`src/design/mpp_pkg.sv`:
```
// Shared types and constants of the multichannel percent PWM timer.
// No dependencies; imported by the top level.
package mpp_pkg;

  localparam int TICK_W   = 16;  // period and on-time width
  localparam int DUTY_W   = 7;   // duty in percent
  localparam int CCOUNT_W = 17;  // per-channel counter width
  localparam int MASK_W   = 4;   // channels reported in the mask
  localparam int DUTY_REGS = 4;  // channels that own a duty register
  localparam int CFG_IDX_W = 3;
  localparam int CFG_DATA_W = 16;

  // on-time = (duty * period + 50) / 100
  localparam int PROD_W      = DUTY_W + TICK_W;
  localparam int RECIP_W     = 24;
  localparam int RECIP_SHIFT = 30;
  localparam int QUOT_W      = PROD_W + RECIP_W;
  // ceil(2^30 / 100); exact floor for every numerator below 2^23
  localparam logic [RECIP_W-1:0] RECIP_100  = 24'd10737419;
  localparam logic [PROD_W-1:0]  ROUND_HALF = 23'd50;
  localparam logic [DUTY_W-1:0]  DUTY_MAX   = 7'd100;

  localparam logic [TICK_W-1:0] PERIOD_RESET = 16'd100;

  // refresh latency of the on-time pipeline
  localparam logic [1:0] SETTLE_CYCLES = 2'd2;

  typedef logic [CFG_IDX_W-1:0] cfg_index_t;

  localparam cfg_index_t REG_PERIOD = 3'd0;
  localparam cfg_index_t REG_DUTY0  = 3'd1;

endpackage

```
`src/design/multichannel_percent_pwm.sv`:
```
// Multichannel percent PWM timer: one item advances (or samples) all channels at once.
// On-time pipeline, shared period counter, per-channel counters, registered result.
// Depends on mpp_pkg.
//
// One request per clock, back to back; each result appears on the cycle after its request is
// accepted. A result held by result_stall stays in the output register and stalls new requests
// until it is taken; when it is taken, the next request is accepted on the same edge. The on-time
// of every channel, (duty * period + 50) / 100, comes from a two-stage pipeline (product, then
// reciprocal multiply) fed by the configuration registers, so item_stall is held while a
// configuration write is offered, and after reset and after every configuration write while
// that pipeline refreshes. A period of zero halts the timer with all outputs off.
// Channels above the fourth have no duty register and stay off.
module multichannel_percent_pwm #(
  parameter int NUM_CHANNELS = 4
) (
  input  logic                          clk,
  input  logic                          rst,
  // request channel
  input  logic                          item_valid,
  output logic                          item_stall,
  input  logic                          advance,
  // result channel
  output logic                          result_valid,
  input  logic                          result_stall,
  output logic [mpp_pkg::MASK_W-1:0]    channel_on_mask,
  output logic                          cycle_start,
  // configuration write channel
  input  logic                          cfg_valid,
  output logic                          cfg_ready,
  input  mpp_pkg::cfg_index_t           cfg_index,
  input  logic [mpp_pkg::CFG_DATA_W-1:0] cfg_data
);
  import mpp_pkg::*;

  logic [TICK_W-1:0]   period_ticks;
  logic [DUTY_W-1:0]   duty [NUM_CHANNELS];
  logic [PROD_W-1:0]   prod_scaled [NUM_CHANNELS];
  logic [TICK_W-1:0]   on_time [NUM_CHANNELS];
  logic [QUOT_W-1:0]   quot_full [NUM_CHANNELS];
  logic [1:0]          settle;

  logic [TICK_W-1:0]   period_count;
  logic [TICK_W-1:0]   period_count_next;
  logic [TICK_W:0]     period_count_inc;
  logic [CCOUNT_W-1:0] channel_count [NUM_CHANNELS];
  logic [CCOUNT_W-1:0] channel_count_next [NUM_CHANNELS];
  logic [NUM_CHANNELS-1:0] on_vec;
  logic                wrap;
  logic                step;
  logic                item_take;
  logic                cfg_take;
  logic                out_free;

  assign cfg_ready  = 1'b1;
  assign cfg_take   = cfg_valid && cfg_ready;
  assign out_free   = !(result_valid && result_stall);
  assign item_stall = !out_free || (settle != 2'd0) || cfg_valid;
  assign item_take  = item_valid && !item_stall;

  // configuration registers
  always_ff @(posedge clk) begin
    if (rst) begin
      period_ticks <= PERIOD_RESET;
      for (int c = 0; c < NUM_CHANNELS; c++) duty[c] <= '0;
    end else if (cfg_take) begin
      if (cfg_index == REG_PERIOD) begin
        period_ticks <= cfg_data[TICK_W-1:0];
      end
      for (int c = 0; c < NUM_CHANNELS; c++) begin
        if (c < DUTY_REGS && cfg_index == cfg_index_t'(REG_DUTY0 + c) &&
            cfg_data[DUTY_W-1:0] <= DUTY_MAX) begin
          duty[c] <= cfg_data[DUTY_W-1:0];
        end
      end
    end
  end

  // hold off requests until the on-time pipeline reflects the registers
  always_ff @(posedge clk) begin
    if (rst) begin
      settle <= SETTLE_CYCLES;
    end else if (cfg_take) begin
      settle <= SETTLE_CYCLES;
    end else if (settle != 2'd0) begin
      settle <= settle - 2'd1;
    end
  end

  // on-time pipeline: rounded product, then divide by 100 via reciprocal
  always_comb begin
    for (int c = 0; c < NUM_CHANNELS; c++) begin
      quot_full[c] = QUOT_W'(prod_scaled[c]) * QUOT_W'(RECIP_100);
    end
  end

  always_ff @(posedge clk) begin
    for (int c = 0; c < NUM_CHANNELS; c++) begin
      prod_scaled[c] <= PROD_W'(PROD_W'(duty[c]) * PROD_W'(period_ticks)) + ROUND_HALF;
      on_time[c]     <= quot_full[c][RECIP_SHIFT +: TICK_W];
    end
  end

  // one tick of the timer
  assign step             = advance && (period_ticks != '0);
  assign period_count_inc = {1'b0, period_count} + (TICK_W+1)'(1);
  assign wrap             = step && (period_count_inc > {1'b0, period_ticks});

  always_comb begin
    period_count_next = period_count;
    if (step) begin
      period_count_next = wrap ? '0 : period_count_inc[TICK_W-1:0];
    end
    for (int c = 0; c < NUM_CHANNELS; c++) begin
      channel_count_next[c] = channel_count[c];
      if (wrap) begin
        channel_count_next[c] = '0;
      end else if (step && on_time[c] != '0 &&
                   channel_count[c] <= CCOUNT_W'(on_time[c])) begin
        channel_count_next[c] = channel_count[c] + CCOUNT_W'(1);
      end
      on_vec[c] = (period_ticks != '0) && (on_time[c] != '0) &&
                  (channel_count_next[c] <= CCOUNT_W'(on_time[c]));
    end
  end

  always_ff @(posedge clk) begin
    if (rst) begin
      period_count <= '0;
      for (int c = 0; c < NUM_CHANNELS; c++) channel_count[c] <= '0;
    end else if (cfg_take) begin
      // a new period value restarts the cycle; channel counters keep running
      if (cfg_index == REG_PERIOD && cfg_data[TICK_W-1:0] != period_ticks) begin
        period_count <= '0;
      end
    end else if (item_take) begin
      period_count <= period_count_next;
      for (int c = 0; c < NUM_CHANNELS; c++) channel_count[c] <= channel_count_next[c];
    end
  end

  // result register
  always_ff @(posedge clk) begin
    if (rst) begin
      result_valid <= 1'b0;
    end else if (out_free) begin
      result_valid <= item_take;
    end
  end

  always_ff @(posedge clk) begin
    if (out_free && item_take) begin
      channel_on_mask <= MASK_W'(on_vec);
      cycle_start     <= wrap;
    end
  end

`ifndef SYNTHESIS
  a_halt_quiet: assert property (@(posedge clk) disable iff (rst)
    item_take && period_ticks == '0 |=> channel_on_mask == '0 && !cycle_start)
    else $error("halted timer produced output");

  a_count_range: assert property (@(posedge clk) disable iff (rst)
    period_count <= period_ticks)
    else $error("period counter beyond period");

  a_settle_hold: assert property (@(posedge clk) disable iff (rst)
    settle != 2'd0 |-> !item_take)
    else $error("request taken while on-time pipeline refreshes");

  a_wrap_clears: assert property (@(posedge clk) disable iff (rst)
    item_take && wrap |=> period_count == '0 && cycle_start)
    else $error("wrap did not clear period counter");
`endif

endmodule
```
`config.mk`:
```
export PLATFORM = sky130hd
export DESIGN_NAME = multichannel_percent_pwm
export DESIGN_NICKNAME = d
export VERILOG_FILES = /design/src/design/mpp_pkg.sv /design/src/design/multichannel_percent_pwm.sv
export SDC_FILE = /design/constraint.sdc
export NUM_CORES = 2
export LEC_CHECK = 0
export ABC_AREA = 1
export ABC_CLOCK_PERIOD_IN_PS = 5300
export BUFFER_PORTS_ARGS = -buffer_cell sky130_fd_sc_hd__buf_2
export CAP_MARGIN = 10
export CORE_MARGIN = 5
export CORE_UTILIZATION = 45
export DETAILED_ROUTE_END_ITERATION = 8
export PLACE_DENSITY = 0.71
export SKIP_CTS_REPAIR_TIMING = 1
export SYNTH_ARGS = -nofsm -noshare
export SYNTH_HDL_FRONTEND = slang
export SYNTH_SLANG_ARGS = --single-unit
export TNS_END_PERCENT = 50
```
`constraint.sdc`:
```
create_clock -name clk -period 5.3 [get_ports clk]
set_input_delay 0.53 -clock clk [delete_from_list [all_inputs] [get_ports clk]]
set_output_delay 0.53 -clock clk [all_outputs]
set_load 0.05 [all_outputs]
```
==> out/metrics.cfg <==
[finish]
multiInputGateArea_mm2 = 0.0575
fillers = 14200
nNetsFinal = 11600
stdcell_area_mm2 = 0.0824
drive_gt1_frac = 0.156
seqCellArea_mm2 = 0.00695
synthToLayoutAreaGrowth_pct = 16.7

[synth]
synth-compound-area-share = 0.0609
synth_nets = 11100
synth.top_cell.area_share = 0.303
synth-edff-count = 101
synth_mux_area_frac = 0
synth_seq_cells = 292
synth_top_family_by_area = adder cells
syn_area_mm2 = 0.0706
synth_xor_xnor_area_share = 0.0300
async_flop_share = 0
synth-adder-area-share = 0.534
synth_top_area_cell = fa_1
avgSynthCellArea_um2 = 8.14
ys_top_cells_by_area = fa_1 30%, ha_1 23%, inv_1 12%
yosys_warnings = 0
yosysMostFrequentCell = inv_1
ys_seq_area_frac = 0.0972
synth_cell_types = 48
ys.flop_type = dfxtp_1
syn_inst = 8670
synthTopCellsByCount = 2,333 x inv_1, 1,436 x nand2_1, 1,302 x ha_1
synth-simple-area-share = 0.145

[timing]
finalSetupViolCount = 63
fin_skew_ns = 0.0588
rsz0062_at_grt = yes
drv_slew = 0
min_period_ns = 5.63
setup_slack_ns = -0.328
worst_pin_slew_ns = 1.16
max_freq_mhz = 178
fin_tns_setup_ns = -7.74
min_period_over_period = 1.06
final_hold_viol_count = 0
relSlewSlack = 0.224

[outcome]
violations = negative setup slack
outcome = finished, violations left

[critical_path]
arrival_ns = 6.19
critPathMaxFanout = 3
cp-end-kind = flop
startpoint_type = flop
crit_type = flop to flop
critPathRequiredTime_ns = 5.86

[place]
dp_hpwl_mm = 171
portBuffers = 31
dpl_cell_area_mm2 = 0.0774
routabilityCongestion = 0.953

[floorplanning]
die_h_um = 406
rows = 145
start_util = 0.452
io_pins = 33
fp.dieW_um = 406
dieArea_mm2 = 0.165
core_mm2 = 0.156

[global_routing]
antenna_found_initial = 8
grt_pass1_wl_mm = 320
grt_pass1_vias = 61400
track_usage = 0.243
grt_max_degree = 47
grt_overflow = 0

[detailed_routing]
drc_errors = 0
via_count = 58400
route.antenna.remaining_nets = 0
viasPerCell = 5.15
drt_iter0_markers = 3882
wire_per_inst_um = 17.8
routed_wl_mm = 202
drtPass1Iterations = 6

[min_path]
min_path_type = input pin to flop

[cts]
clockBufferDepth = 3
ctsHtreeMaxLevel = 2
clock_sinks = 292
clock_latency_ns = 0.65
cts_root_buf = clkbuf_16
cts_made_buffers = 42
tritoncts = done
path_clk_slew_ns = 0.06

[run]
drv_cap = 0

## path summary, 6_finish.rpt
kind / start / end / slack (ns) / cells past startpoint
min reg2reg: settle[1]$_SDFFE_PP1P_ / settle[1]$_SDFFE_PP1P_ / 0.47 / 2
max: prod_scaled[3][14]$_DFF_P_ / on_time[3][8]$_DFF_P_ / -0.33 / 24
min: cfg_data[2] / period_ticks[2]$_SDFFE_PP1P_ / 0.18 / 3
max reg2reg: prod_scaled[3][14]$_DFF_P_ / on_time[3][8]$_DFF_P_ / -0.33 / 24
## final cells by class
cell class,count,area share
Antenna cell,8,0.000243
Clock buffer,51,0.0143
Clock inverter,27,0.00327
Inverter,2339,0.107
Multi-Input combinational cell,5893,0.698
Sequential cell,292,0.0843
Tap cell,2058,0.0313
Timing Repair Buffer,662,0.0618
## cell usage in the layout (no fill, tap or decap), drive strengths merged, types with 7 or more instances in the layout
cell | synthesis | layout
o211ai | 9 | 9
clkinv | 0 | 14
nand4 | 91 | 91
inv | 2339 | 2348
a211oi | 7 | 7
nand3 | 230 | 230
ha | 1302 | 1302
xor2 | 173 | 173
or2 | 10 | 10
o21ai | 256 | 256
a21oi | 368 | 368
o21a | 8 | 8
fa | 1068 | 1068
buf | 23 | 662
nor3 | 102 | 102
nand3b | 9 | 9
diode | 0 | 8
a21o | 43 | 43
nor2 | 572 | 572
nor3b | 7 | 7
a21boi | 8 | 8
clkbuf | 123 | 51
a31oi | 45 | 45
edfxtp | 101 | 101
nand2 | 1438 | 1438
xnor2 | 69 | 69
dfxtp | 191 | 191
o21bai | 27 | 27
nor4 | 25 | 25
## metrics by stage
stage,worst slack [ns],hold slack [ns],utilization,std cells
floorplan,-0.0144,0.435,-,8670
global placement,-0.417,0.450,0.496,11200
detailed placement,-0.535,0.455,0.496,11200
CTS,-0.557,0.133,0.505,11300
global route,-0.552,0.176,0.528,11300
finish,-0.328,0.182,0.528,11300
## cells by family after synthesis
logic type	Yosys count
compound gates	786
xor+xnor	242
fa+ha+maj	2370
buf+inv	2485
flops	292
other cells	1
simple gates	2494
## worst max-delay path, stage by stage (launching register included)
cell	delay, ns
dfxtp_2	0.33
inv_2	0.04
fa_1	0.57
inv_2	0.06
ha_4	0.26
inv_2	0.03
fa_1	0.49
inv_2	0.04
fa_1	0.58
fa_1	0.47
fa_1	0.56
inv_2	0.06
fa_1	0.52
inv_2	0.05
ha_4	0.29
buf_6	0.11
nand2_4	0.06
nor2_4	0.10
inv_2	0.06
nor2_4	0.12
inv_2	0.07
nor3_4	0.21
nand4_1	0.14
nand3_2	0.14
xor2_2	0.17
## layer usage
| metal | GRT usage | part of all wire | up-vias |
|---|---|---|---|
| li1 | - | - | 27700 |
| met1 | 0.324 | 0.43 | 28500 |
| met2 | 0.414 | 0.47 | 1826 |
| met3 | 0.0297 | 0.063 | 394 |
| met4 | 0.0737 | 0.034 | 0 |
| met5 | 0 | 0 | - |
## flip-flops by register name, indices dropped and copies added, names as in the netlist
| name | count |
|---|---|
| prod_scaled | 92 |
| channel_count | 68 |
| on_time | 64 |
| duty | 28 |
| period_count | 16 |
| period_ticks | 16 |
| channel_on_mask | 4 |
| settle | 2 |
| cycle_start | 1 |
| result_valid | 1 |
Power is not shown: default switching activity piles up to over one toggle a cycle in this logic, so the estimate is an artifact.
